`src/hw/rtl/gpm_pkg.sv`:
```
// ----------------------------------------------------------------------------
// gpm_pkg
// Shared types, codes and defaults of the glyph profile matcher.
// ----------------------------------------------------------------------------
package gpm_pkg;

    localparam int unsigned MAX_CELL_WIDTH_DEF  = 16;
    localparam int unsigned MAX_CELL_HEIGHT_DEF = 16;
    localparam int unsigned MAX_GLYPHS_DEF      = 128;
    localparam int unsigned MAX_IGNORE_DEF      = 4;

    localparam int unsigned NUM_IGNORE_REGS = 4;
    // clamped cell size, holds up to 63
    localparam int unsigned SIZE_W = 6;

    localparam logic [4:0]  RST_CELL_WIDTH   = 5'd8;
    localparam logic [4:0]  RST_CELL_HEIGHT  = 5'd12;
    localparam logic [2:0]  RST_IGNORE_COUNT = 3'd1;
    localparam logic [31:0] RGB_MASK         = 32'h00FF_FFFF;

    typedef enum logic [2:0] {
        CFG_CELL_WIDTH   = 3'd0,
        CFG_CELL_HEIGHT  = 3'd1,
        CFG_IGNORE_COUNT = 3'd2,
        CFG_IGNORE_0     = 3'd3,
        CFG_IGNORE_1     = 3'd4,
        CFG_IGNORE_2     = 3'd5,
        CFG_IGNORE_3     = 3'd6,
        CFG_UNUSED       = 3'd7
    } t_cfg_index;

    typedef enum logic [2:0] {
        ST_MATCHED  = 3'd0,
        ST_NO_MATCH = 3'd1,
        ST_STORED   = 3'd2,
        ST_REPLACED = 3'd3,
        ST_FULL     = 3'd4
    } t_status;

    localparam logic CMD_LEARN = 1'b0;

    typedef struct packed {
        logic        command;
        logic [31:0] pixel_color;
        logic [7:0]  glyph_code;
    } t_pixel;

    typedef struct packed {
        logic [2:0] status;
        logic [7:0] char_code;
    } t_result;

    // end-of-cell control that travels with a queued profile
    typedef struct packed {
        logic              learn;
        logic [7:0]        code;
        logic [SIZE_W-1:0] w;
        logic [SIZE_W-1:0] h;
    } t_cell_ctl;

endpackage

```
`src/hw/rtl/gpm_front.sv`:
```
// ----------------------------------------------------------------------------
// gpm_front
// Pixel classifier and profile counter with a one-entry cell queue.
// ----------------------------------------------------------------------------
module gpm_front #(
    parameter int unsigned MAX_CELL_WIDTH  = gpm_pkg::MAX_CELL_WIDTH_DEF,
    parameter int unsigned MAX_CELL_HEIGHT = gpm_pkg::MAX_CELL_HEIGHT_DEF,
    localparam int unsigned XW = (MAX_CELL_WIDTH  > 1) ? $clog2(MAX_CELL_WIDTH)  : 1,
    localparam int unsigned YW = (MAX_CELL_HEIGHT > 1) ? $clog2(MAX_CELL_HEIGHT) : 1,
    localparam int unsigned RW = $clog2(MAX_CELL_WIDTH + 1),
    localparam int unsigned CW = $clog2(MAX_CELL_HEIGHT + 1)
) (
    input  logic                                    i_clk,
    input  logic                                    i_rst_n,
    input  logic                                    i_take,
    input  gpm_pkg::t_pixel                         i_pixel,
    input  logic [gpm_pkg::SIZE_W-1:0]              i_w,
    input  logic [gpm_pkg::SIZE_W-1:0]              i_h,
    input  logic [3:0]                              i_ign_n,
    input  logic [gpm_pkg::NUM_IGNORE_REGS-1:0][31:0] i_ign_colors,
    output logic                                    o_q_valid,
    output gpm_pkg::t_cell_ctl                      o_q_ctl,
    output logic [MAX_CELL_HEIGHT-1:0][RW-1:0]      o_q_rows,
    output logic [MAX_CELL_WIDTH-1:0][CW-1:0]       o_q_cols,
    input  logic                                    i_q_pop
);

    logic [XW-1:0] r_x;
    logic [YW-1:0] r_y;
    logic [RW-1:0] r_row_cnt;
    logic [MAX_CELL_WIDTH-1:0][CW-1:0]  r_cols, n_cols;
    logic [MAX_CELL_HEIGHT-1:0][RW-1:0] r_rows, n_rows;
    logic          r_q_valid;
    gpm_pkg::t_cell_ctl                 r_q_ctl;
    logic [MAX_CELL_HEIGHT-1:0][RW-1:0] r_q_rows;
    logic [MAX_CELL_WIDTH-1:0][CW-1:0]  r_q_cols;

    logic                      hit, counted, row_end, cell_end;
    logic [RW-1:0]             row_new;
    logic [gpm_pkg::SIZE_W-1:0] x_inc, y_inc;

    always_comb begin
        hit = 1'b0;
        for (int k = 0; k < gpm_pkg::NUM_IGNORE_REGS; k++) begin
            if ((4'(k) < i_ign_n) && (i_ign_colors[k] == i_pixel.pixel_color)) begin
                hit = 1'b1;
            end
        end
        if (i_pixel.command == gpm_pkg::CMD_LEARN) begin
            counted = (i_pixel.pixel_color & gpm_pkg::RGB_MASK) != 32'd0;
        end else begin
            counted = !hit;
        end
        row_new  = r_row_cnt + RW'(counted);
        x_inc    = gpm_pkg::SIZE_W'(r_x) + 1'b1;
        y_inc    = gpm_pkg::SIZE_W'(r_y) + 1'b1;
        row_end  = x_inc >= i_w;
        cell_end = row_end && (y_inc >= i_h);
        n_cols   = r_cols;
        n_cols[r_x] = r_cols[r_x] + CW'(counted);
        n_rows   = r_rows;
        n_rows[r_y] = row_new;
    end

    always_ff @(posedge i_clk) begin
        if (!i_rst_n) begin
            r_x       <= '0;
            r_y       <= '0;
            r_row_cnt <= '0;
            r_cols    <= '0;
            r_q_valid <= 1'b0;
        end else begin
            if (i_q_pop) begin
                r_q_valid <= 1'b0;
            end
            if (i_take) begin
                r_cols <= n_cols;
                if (!row_end) begin
                    r_x       <= XW'(x_inc);
                    r_row_cnt <= row_new;
                end else begin
                    r_x       <= '0;
                    r_row_cnt <= '0;
                    if (!cell_end) begin
                        r_y <= YW'(y_inc);
                    end else begin
                        // hand the finished cell to the back end, restart columns
                        r_y       <= '0;
                        r_cols    <= '0;
                        r_q_valid <= 1'b1;
                    end
                end
            end
        end
    end

    // payload registers, no reset
    always_ff @(posedge i_clk) begin
        if (i_take && row_end) begin
            r_rows <= n_rows;
        end
        if (i_take && cell_end) begin
            r_q_ctl.learn <= i_pixel.command == gpm_pkg::CMD_LEARN;
            r_q_ctl.code  <= i_pixel.glyph_code;
            r_q_ctl.w     <= i_w;
            r_q_ctl.h     <= i_h;
            r_q_rows      <= n_rows;
            r_q_cols      <= n_cols;
        end
    end

    assign o_q_valid = r_q_valid;
    assign o_q_ctl   = r_q_ctl;
    assign o_q_rows  = r_q_rows;
    assign o_q_cols  = r_q_cols;

endmodule

```
`config.mk`:
```
export PLATFORM = sky130hd
export DESIGN_NAME = gpm_front
export DESIGN_NICKNAME = d
export VERILOG_FILES = /design/src/hw/rtl/gpm_pkg.sv /design/src/hw/rtl/gpm_front.sv
export SDC_FILE = /design/constraint.sdc
export NUM_CORES = 1
export LEC_CHECK = 0
export ABC_AREA = 1
export BUFFER_PORTS_ARGS = -buffer_cell sky130_fd_sc_hd__clkbuf_2
export CAP_MARGIN = 20
export CORE_ASPECT_RATIO = 1.1
export CORE_UTILIZATION = 44
export CTS_CLUSTER_SIZE = 30
export DETAILED_ROUTE_END_ITERATION = 7
export PLACE_DENSITY = 0.67
export SYNTH_ARGS = -nofsm -noshare
export SYNTH_HDL_FRONTEND = slang
export SYNTH_SLANG_ARGS = --single-unit
```
`constraint.sdc`:
```
create_clock -name i_clk -period 20.3 [get_ports i_clk]
set_clock_uncertainty 0.1 [all_clocks]
set_input_delay 4.06 -clock i_clk [delete_from_list [all_inputs] [get_ports i_clk]]
set_output_delay 4.06 -clock i_clk [all_outputs]
set_load 0.005 [all_outputs]
```
==> flow_summary.toml, run 1 <==
[route]
vias_per_cell = 5.22
detailedRoute.firstPassIterationCount = 6
post-route-drc-count = 0
drt_wl_total_um = 49700
vias = 13844
ant_nets = 0
wl_per_cell_um = 18.8
drtIter0Drc = 1236

[synthesis]
yosysMostFrequentCell = "nand2_1"
syn_area_sq_um = 16700
ys_seq_area_frac = 0.581
synth-seq-cells = 355
async_reset_ff_frac = 0
synth_commonest_cells = "nand2_1 (491), edfxtp_1 (261), inv_1 (157), o21ai_0 (148), a21oi_1 (100)"
synth_top_area_frac = 0.469
yosys_warnings = 0
synth_ff_type = "edfxtp_1"
synth_area_leader_cell = "edfxtp_1"
avgSynthCellArea_sq_um = 9.45
ys_top_cells_by_area = "edfxtp_1 (47%), dfxtp_1 (11%), nand2_1 (11%)"
synth_cells = 1770
synth_cell_type_count = 45
synth_nets = 1981
synth-edff-count = 261

[worst_setup_path]
critPathKind = "in -> reg"
start_kind = "input port"
path_delay_family = "simple AND/OR/NAND/NOR gates"
end_kind = "flop"
crit_path_frequent_cell = "nor2_1"
path_buf_inv = 3
r2r_cells = 12
reg2reg_to = "r_rows[0]"
path_cells = "clkbuf_2, inv_1, a22o_1, nor2_1, nand2_1, nor2_1, nand3_1, nor2_1, nor2_1, nand2_1, a21oi_1, ha_1, ha_1, nand3_1, inv_1, or2_2, nand2_1, o21ai_0"
reg2reg_from = "r_x[1]"
crit_required_ps = 20420
critPathMaxStageDelay_ps = 450
crit_path_max_fanout = 16
critPathArrivalTime_ps = 7080
r2r_slack_ps = 16060
cp_slowest_cell = "nand2_1"

[timing]
drv_slew = 0
rsz0062_at_grt = "false"
slew_headroom = 0.298
timing.hold.ws_ps = 367
hold_violations = 0
fin_setup_tns_ps = 0
setup-violations-final = 0
max_freq_mhz = 144
period_share = 0.343
worstMarginPinSlew_ps = 1050
fin_crit_ps = 6960

[power]
p_total_mw = 1.62
ir_worst_vdd_mv = 0.0479
switching_share = 0.235
comb_power_share = 0.092
clockPowerShare = 0.426
power_density_nw_per_um2 = 80.3
p_int_mw = 1.24
power_leakage_nw = 8.24
p_sw_uw = 381
seqPwrFrac = 0.482

[finish]
final.fill_count = 3368
syn2layout_area_growth_pct = 21.0
final_util = 0.542
layout-drive-gt1-share = 0.239
multiInputGateArea_sq_um = 6030
final_cells = 2652
fin_nets = 2343
seq_area_sq_um = 9720

[global_routing]
antenna_found_initial = 1
grt.overflow.total = 0
grt_first_pass_wirelength_um = 75800
gr-usage-all-layers = 0.255
grt_max_degree = 139
grt_pass1_vias = 13397

[cts]
clk_pin_slew_worst_paths_ps = 60
cts_buffers = 37
clk_path_buf_depth = 3
clock-sinks = 355
cts_root_buffer = "clkbuf_16"
hold_buffers = 0
insertion_delay_ps = 530
cts_tree = "done"
cts-htree-levels = 2
post_cts_buffers = 0
cts-resized-gates = 0

[die]
initial_utilization = 0.448
io_pins = 371
rows = 74
dieArea_sq_um = 38800
die_h_um = 206
die_w_um = 188
core_area_sq_um = 37300

[place]
hpwlAfterDp_um = 35900
gp_congestion = 0.950
dp.cells = 2587
io_buffer_count = 370

[run]
cap_viol_max_count = 0

[run_status]
run_status = "finished, final reports clean"

[worst_hold_path]
hold_path.class = "reg -> reg"
min_from = "r_cols[18]"
hold_depth = 2
hold_end = "r_cols[18]"
==> worst max-delay path by stage <==
stage,start,to,cells after the start
after floorplan,i_h[4],o_q_cols[0],6
after global placement,i_pixel[12],r_cols[67],18
after detailed placement,i_pixel[16],o_q_rows[34],18
after CTS,i_pixel[16],o_q_rows[34],18
after global routing,i_pixel[17],o_q_rows[24],19
final,i_pixel[16],o_q_rows[34],18
==> cells by family after synthesis <==
group	count (synthesis)	share of synthesized area
AO/OA/AOI/OAI	308	0.100
XOR/XNOR	67	0.0355
adder cells (fa/ha/maj)	22	0.0165
buffers and inverters	237	0.0595
flip-flops	355	0.581
AND/OR/NAND/NOR	781	0.207
==> power groups by stage <==
stage               Sequential [mW]  Clock (mW)  Combinational [mW]
floorplan                     0.797           0              0.0880
global placement              0.797           0               0.145
detailed placement            0.798           0               0.147
CTS                           0.782       0.708               0.148
global route                  0.782       0.732               0.162
finish                        0.782       0.692               0.149
==> cell usage in the layout, fill, tap and decap left out, drive strengths merged, types with 6 or more instances in the layout <==
master    n
nand2   497
ha       22
nor2     87
edfxtp  261
dfxtp    94
xor2     43
o22ai    12
buf      10
nand3   111
inv     169
a21oi   101
and2     32
o21ai   168
clkbuf  412
or2      15
clkinv   23
nor3     14
bufinv    6
nand4    18
o211ai    8
xnor2    24
nor4      7
==> state kept, by name, indices dropped and copies added (netlist names) <==
signal	count
r_rows	80
r_cols	80
o_q_rows	80
r_x	4
o_q_ctl	21
r_y	4
r_row_cnt	5
o_q_cols	80
o_q_valid	1
==> layer usage <==
layer  track usage  share of wire  vias up
li1              -              -     6671
met1         0.341           0.44     6489
met2         0.413           0.46      591
met3        0.0494          0.072       93
met4        0.0935          0.030        0
met5             0              0        -
==> stage by stage <==
stage / instance area [sq um] / setup WS, ps
after floorplan: 16700 / 4910
after global placement: 19000 / 12670
after detailed placement: 19000 / 12740
after CTS: 20200 / 13280
after global routing: 20200 / 13070
final: 20200 / 13340
==> final cells by class <==
| type | count | share of cell area |
|---|---|---|
| inverter | 180 | 0.0334 |
| tap | 494 | 0.0306 |
| multi-input combinational | 1178 | 0.298 |
| clock inverter | 22 | 0.0137 |
| clock buffer | 42 | 0.0472 |
| sequential | 355 | 0.481 |
| antenna | 1 | 0.000124 |
| timing repair buffer | 380 | 0.0963 |
==> tightest hold or removal path: stages, from the launching register on <==
cell and delay (ps):
dfxtp_1 310, nand2_1 60, a21oi_1 50
No activity file was read; power rests on OpenSTA's default activity.
==> inputs of run 2 (changes only) <==
--- a/config.mk
+++ b/config.mk
@@ -12,7 +12,7 @@
 export CORE_UTILIZATION = 44
 export CTS_CLUSTER_SIZE = 30
 export DETAILED_ROUTE_END_ITERATION = 7
-export PLACE_DENSITY = 0.67
+export PLACE_DENSITY = 0.7
 export SYNTH_ARGS = -nofsm -noshare
 export SYNTH_HDL_FRONTEND = slang
 export SYNTH_SLANG_ARGS = --single-unit
==> constraint.sdc (replaced) <==
create_clock -name i_clk -period 5.9 [get_ports i_clk]
set_clock_uncertainty 0.1 [all_clocks]
set_input_delay 1.18 -clock i_clk [delete_from_list [all_inputs] [get_ports i_clk]]
set_output_delay 1.18 -clock i_clk [all_outputs]
set_load 0.005 [all_outputs]
==> flow_summary.toml, run 2 (synthesis results as in run 1) <==
[power]
power_density_nw_per_um2 = 271
p_sw_mw = 1.34
clockPowerShare = 0.416
ir_worst_vdd_mv = 0.151
p_int_mw = 4.13
seqPwrFrac = 0.492
comb_power_share = 0.092
switching_share = 0.245
p_total_mw = 5.47
power_leakage_nw = 8.23

[die]
rows = 74
dieArea_sq_um = 38800
die_h_um = 206
initial_utilization = 0.448
core_area_sq_um = 37300
die_w_um = 188
io_pins = 371

[timing]
rsz0062_at_grt = "false"
max_freq_mhz = 246
period_share = 0.688
fin_crit_ps = 4060
hold_violations = 0
slew_headroom = 0.292
drv_slew = 0
fin_setup_tns_ps = 0
setup-violations-final = 0
worstMarginPinSlew_ps = 1060

[finish]
fin_nets = 2345
layout.cells.most_common = "nand2_1"
syn2layout_area_growth_pct = 20.8
layout-drive-gt1-share = 0.242
mostFrequentLayoutCells = "nand2_1 (491), clkbuf_2 (370), edfxtp_1 (261)"

[worst_setup_path]
critPathMaxStageDelay_ps = 470
end_kind = "flop"
cp_slowest_cell = "nand2_1"
start_kind = "input port"
critPathKind = "in -> reg"
crit_path_max_fanout = 16
crit_path_frequent_cell = "nor2_1"
path_buf_inv = 3
crit_required_ps = 6030
path_cells = "clkbuf_2, inv_1, a22o_1, nor2_1, nand2_1, nor2_1, nand3_1, nor2_1, nor2_1, nand2_1, a21oi_1, ha_1, ha_1, nand3_1, inv_1, or2_2, nand2_1, o21ai_0"
critPathArrivalTime_ps = 4190
path_delay_family = "simple AND/OR/NAND/NOR gates"

[run]
cap_viol_max_count = 0

[global_routing]
grt.overflow.total = 0
grt_use_met1 = 0.354
grt_pass1_vias = 12959
grt_max_degree = 111
antenna_found_initial = 1
use_met3 = 0.0341
grt_first_pass_wirelength_um = 75300
grt_busiest_layer = "met2"
gr-usage-all-layers = 0.253
grtUsageMet2 = 0.416

[worst_hold_path]
hold_path.class = "reg -> reg"

[cts]
cts_buffers = 37
insertion_delay_ps = 540
hold_buffers = 0
cts-htree-levels = 2
post_cts_buffers = 0
cts_tree = "done"
clock-sinks = 355
cts-resized-gates = 0
clk_pin_slew_worst_paths_ps = 60
clk_path_buf_depth = 3
cts_root_buffer = "clkbuf_16"

[place]
io_buffer_count = 370
gp_congestion = 0.979
hpwlAfterDp_um = 35900

[route]
post-route-drc-count = 0
ant_nets = 0
wl_per_cell_um = 18.7
drt_wl_total_um = 49700
drtIter0Drc = 1199
vias_per_cell = 5.24
vias = 13927
detailedRoute.firstPassIterationCount = 5

[run_status]
run_status = "finished, final reports clean"
## run 2: cell type report
type | count | area (sq um)
timing repair buffer | 382 | 1970
tap | 494 | 618
clock buffer | 47 | 1020
antenna | 1 | 2.50
multi-input combinational | 1178 | 6030
sequential | 355 | 9720
inverter | 180 | 677
clock inverter | 19 | 163
fill | 3340 | 17100
## run 2: tightest hold or removal path, cell delays in order (launching register included)
cell	delay, ps
dfxtp_1	310
nand2_1	60
a21oi_1	50
## run 2: routing by layer
layer,vias up,part of all wire
li1,6681,-
met1,6602,0.44
met2,581,0.47
met3,63,0.068
met4,0,0.019
met5,-,0
## run 2: worst paths after layout
kind	cells past startpoint	to	slack, ps	startpoint
max	18	r_rows[44]	1840	i_pixel[16]
min	2	r_cols[18]	360	r_cols[18]
max reg2reg	10	r_rows[15]	2010	r_x[1]
min reg2reg	2	r_cols[18]	360	r_cols[18]
## run 2: power groups by stage
stage	clock network, mW	logic [mW]	registers (mW)
global placement	0	0.491	2.75
detailed placement	0	0.493	2.75
finish	2.28	0.502	2.69
CTS	2.32	0.497	2.69
global route	2.41	0.547	2.69
floorplan	0	0.303	2.74
## run 2: through the flow
step	area (sq um)	hold slack, ps	setup slack [ps]	std cells	utilization
after floorplan	16700	345	192	1770	-
after global placement	19000	352	1420	2589	0.509
after detailed placement	19000	356	1320	2589	0.509
after CTS	20200	365	1870	2655	0.541
after global routing	20200	382	1600	2656	0.541
final	20200	365	1840	2656	0.541
==> inputs of run 3 (changes only) <==
--- a/config.mk
+++ b/config.mk
@@ -5,14 +5,14 @@
 export SDC_FILE = /design/constraint.sdc
 export NUM_CORES = 1
 export LEC_CHECK = 0
-export ABC_AREA = 1
+export ABC_AREA = 0
 export BUFFER_PORTS_ARGS = -buffer_cell sky130_fd_sc_hd__clkbuf_2
 export CAP_MARGIN = 20
 export CORE_ASPECT_RATIO = 1.1
 export CORE_UTILIZATION = 44
 export CTS_CLUSTER_SIZE = 30
 export DETAILED_ROUTE_END_ITERATION = 7
-export PLACE_DENSITY = 0.7
+export PLACE_DENSITY = 0.67
 export SYNTH_ARGS = -nofsm -noshare
 export SYNTH_HDL_FRONTEND = slang
 export SYNTH_SLANG_ARGS = --single-unit
==> constraint.sdc (replaced) <==
create_clock -name i_clk -period 4.15 [get_ports i_clk]
set_clock_uncertainty 0.1 [all_clocks]
set_input_delay 0.83 -clock i_clk [delete_from_list [all_inputs] [get_ports i_clk]]
set_output_delay 0.83 -clock i_clk [all_outputs]
set_load 0.005 [all_outputs]
==> flow_summary.toml, run 3 <==
[run_status]
run_status = "finished, final reports clean"

[cts]
post_cts_buffers = 0
hold_buffers = 0
cts_tree = "done"
cts_buffers = 38
clk_path_buf_depth = 3
clock-sinks = 355
cts-htree-levels = 2
cts-resized-gates = 0
clk_pin_slew_worst_paths_ps = 60
cts_root_buffer = "clkbuf_16"
insertion_delay_ps = 510

[synthesis]
yosysMostFrequentCell = "edfxtp_1"
synth_cell_type_count = 49
avgSynthCellArea_sq_um = 12.3
yosys-mux-area-fraction = 0.0787
async_reset_ff_frac = 0
yosys.area_share.simple = 0.0996
synth_nets = 1534
yosys_warnings = 0
synth_compound_area_frac = 0.0982
synth_top_family_by_area = "simple AND/OR/NAND/NOR gates"
ys_top_cells_by_area = "edfxtp_1 (48%), dfxtp_1 (12%), xnor2_1 (4.5%)"
syn_area_sq_um = 16300
synth_commonest_cells = "edfxtp_1 (261), nand2_1 (167), o21ai_0 (102), dfxtp_1 (94), clkbuf_1 (87)"
synth_top_area_frac = 0.481
synth-seq-cells = 355
synth-edff-count = 261
synthAdderAreaFrac = 0.0169
ys_seq_area_frac = 0.596
synth_ff_type = "edfxtp_1"
synth_cells = 1323
synth_xor_area_frac = 0.0775
synth_area_leader_cell = "edfxtp_1"

[timing]
worstMarginPinSlew_ps = 902
drv_slew = 0
fin_crit_ps = 3830
hold_violations = 0
fin_ws_ps = 321
slew_headroom = 0.396
period_share = 0.923
timing.hold.ws_ps = 383
max_freq_mhz = 261
rsz0062_at_grt = "false"
setup-violations-final = 0

[route]
vias = 11930
vias_per_cell = 5.41
drt_wl_total_um = 48700
wl_met2_um = 23700
wl_met1_um = 21200
post-route-drc-count = 0
ant_nets = 0
dr_wl_met3_um = 2980
detailedRoute.firstPassIterationCount = 5
top_layer = "met5"
wl_per_cell_um = 22.1
drtIter0Drc = 770

[power]
clockPowerShare = 0.435
power_density_nw_per_um2 = 382
p_int_mw = 6.07
comb_power_share = 0.072
switching_share = 0.214
p_total_mw = 7.72
p_sw_mw = 1.65
seqPwrFrac = 0.493
ir_worst_vdd_mv = 0.307
power_leakage_nw = 7.56

[worst_setup_path]
crit_path_max_fanout = 23
start_kind = "input port"
critPathKind = "in -> reg"
reg2reg_to = "r_cols[20]"
crit_required_ps = 4510
cp_slowest_cell = "nor4_1"
critPathArrivalTime_ps = 4190
end_kind = "flop"
reg2reg_from = "r_x[0]"
path_cells = "clkbuf_2, xor2_1, nor4_1, buf_4, nand4_1, or4_1, o2111ai_1, a21oi_1, ha_1, ha_1, xnor2_2, buf_12, nor4_1, o21a_1"
r2r_cells = 9
critPathMaxStageDelay_ps = 560
r2r_slack_ps = 590

[die]
die_h_um = 204
rows = 73
initial_utilization = 0.449
dieArea_sq_um = 37800
io_pins = 371
core_area_sq_um = 36400
die_w_um = 186

[finish]
layout.cells.most_common = "clkbuf_2"
final.fill_count = 3170
layout-drive-gt1-share = 0.338
mostFrequentLayoutCells = "clkbuf_2 (370), edfxtp_1 (261), nand2_1 (167)"
fin_nets = 1897
final_util = 0.556
syn2layout_area_growth_pct = 23.9

[global_routing]
grt_max_degree = 105
grt_pass1_vias = 11655
gr-usage-all-layers = 0.258
grt.overflow.total = 0
antenna_found_initial = 4
grt_first_pass_wirelength_um = 72000

[place]
place_ws_ps = -219
io_buffer_count = 370
gp_congestion = 1.09
hpwlAfterDp_um = 36100

[worst_hold_path]
hold_depth = 2
hold_path.class = "reg -> reg"
min_from = "r_cols[30]"
hold_end = "r_cols[30]"

[run]
cap_viol_max_count = 0
==> run 3: worst max path at each step <==
stage                      from      endpoint  slack, ps  cells past startpoint
global route        i_pixel[34]    r_rows[64]         70                     14
floorplan                r_x[1]   o_q_cols[0]      -1030                     11
detailed placement  i_pixel[34]    r_rows[44]       -220                     14
finish              i_pixel[34]    r_cols[32]        320                     14
global placement    i_pixel[34]  o_q_rows[34]       -230                     14
CTS                 i_pixel[34]    r_rows[64]        310                     14
==> run 3: area by class of cell <==
class                   instances  area (sq um)  share of cell area
diodes                          2          5.00            0.000248
clock buffers                  47          1050              0.0518
flip-flops and latches        355          9720               0.481
multi-input cells             844          6090               0.301
well taps                     487           609              0.0302
clock inverters                22           208              0.0103
repair buffers                428          2440               0.121
inverters                      19          78.8             0.00390
==> run 3: routing by layer <==
layer	track usage	up-vias
met5	0	-
li1	-	5595
met2	0.432	425
met3	0.0479	66
met1	0.346	5840
met4	0.0580	4
==> run 3: cells by family (layout without fill, tap and decap cells) <==
family,count (synthesis),after routing
AND/OR/NAND/NOR,352,352
other,0,2
adder cells (fa/ha/maj),22,22
XOR/XNOR,140,140
flip-flops,355,355
buffers and inverters,124,516
AO/OA/AOI/OAI,240,240
multiplexers,90,90
==> run 3: power groups by stage <==
stage                     sequential, mW  combinational (mW)  clock [mW]
final                               3.80               0.555        3.36
after CTS                           3.80               0.549        3.43
after floorplan                     3.87               0.298           0
after detailed placement            3.88               0.545           0
after global placement              3.88               0.546           0
after global routing                3.80               0.596        3.57
==> run 3: worst max-delay path, delay by kind of cell <==
family / cells / cell delay (ps)
compound gates: 3 / 480
buf+inv: 3 / 490
simple gates: 4 / 1520
xor+xnor: 2 / 340
fa+ha+maj: 2 / 530
==> run 3: stage by stage <==
| stage | setup TNS, ps | area (sq um) | cells |
|---|---|---|---|
| 2_1_floorplan | -187670 | 16400 | 1323 |
| 3_3_place_gp | -25870 | 18900 | 2132 |
| 3_5_place_dp | -21440 | 18900 | 2132 |
| 4_1_cts | 0 | 20200 | 2201 |
| 5_1_grt | 0 | 20200 | 2203 |
| 6_report | 0 | 20200 | 2204 |
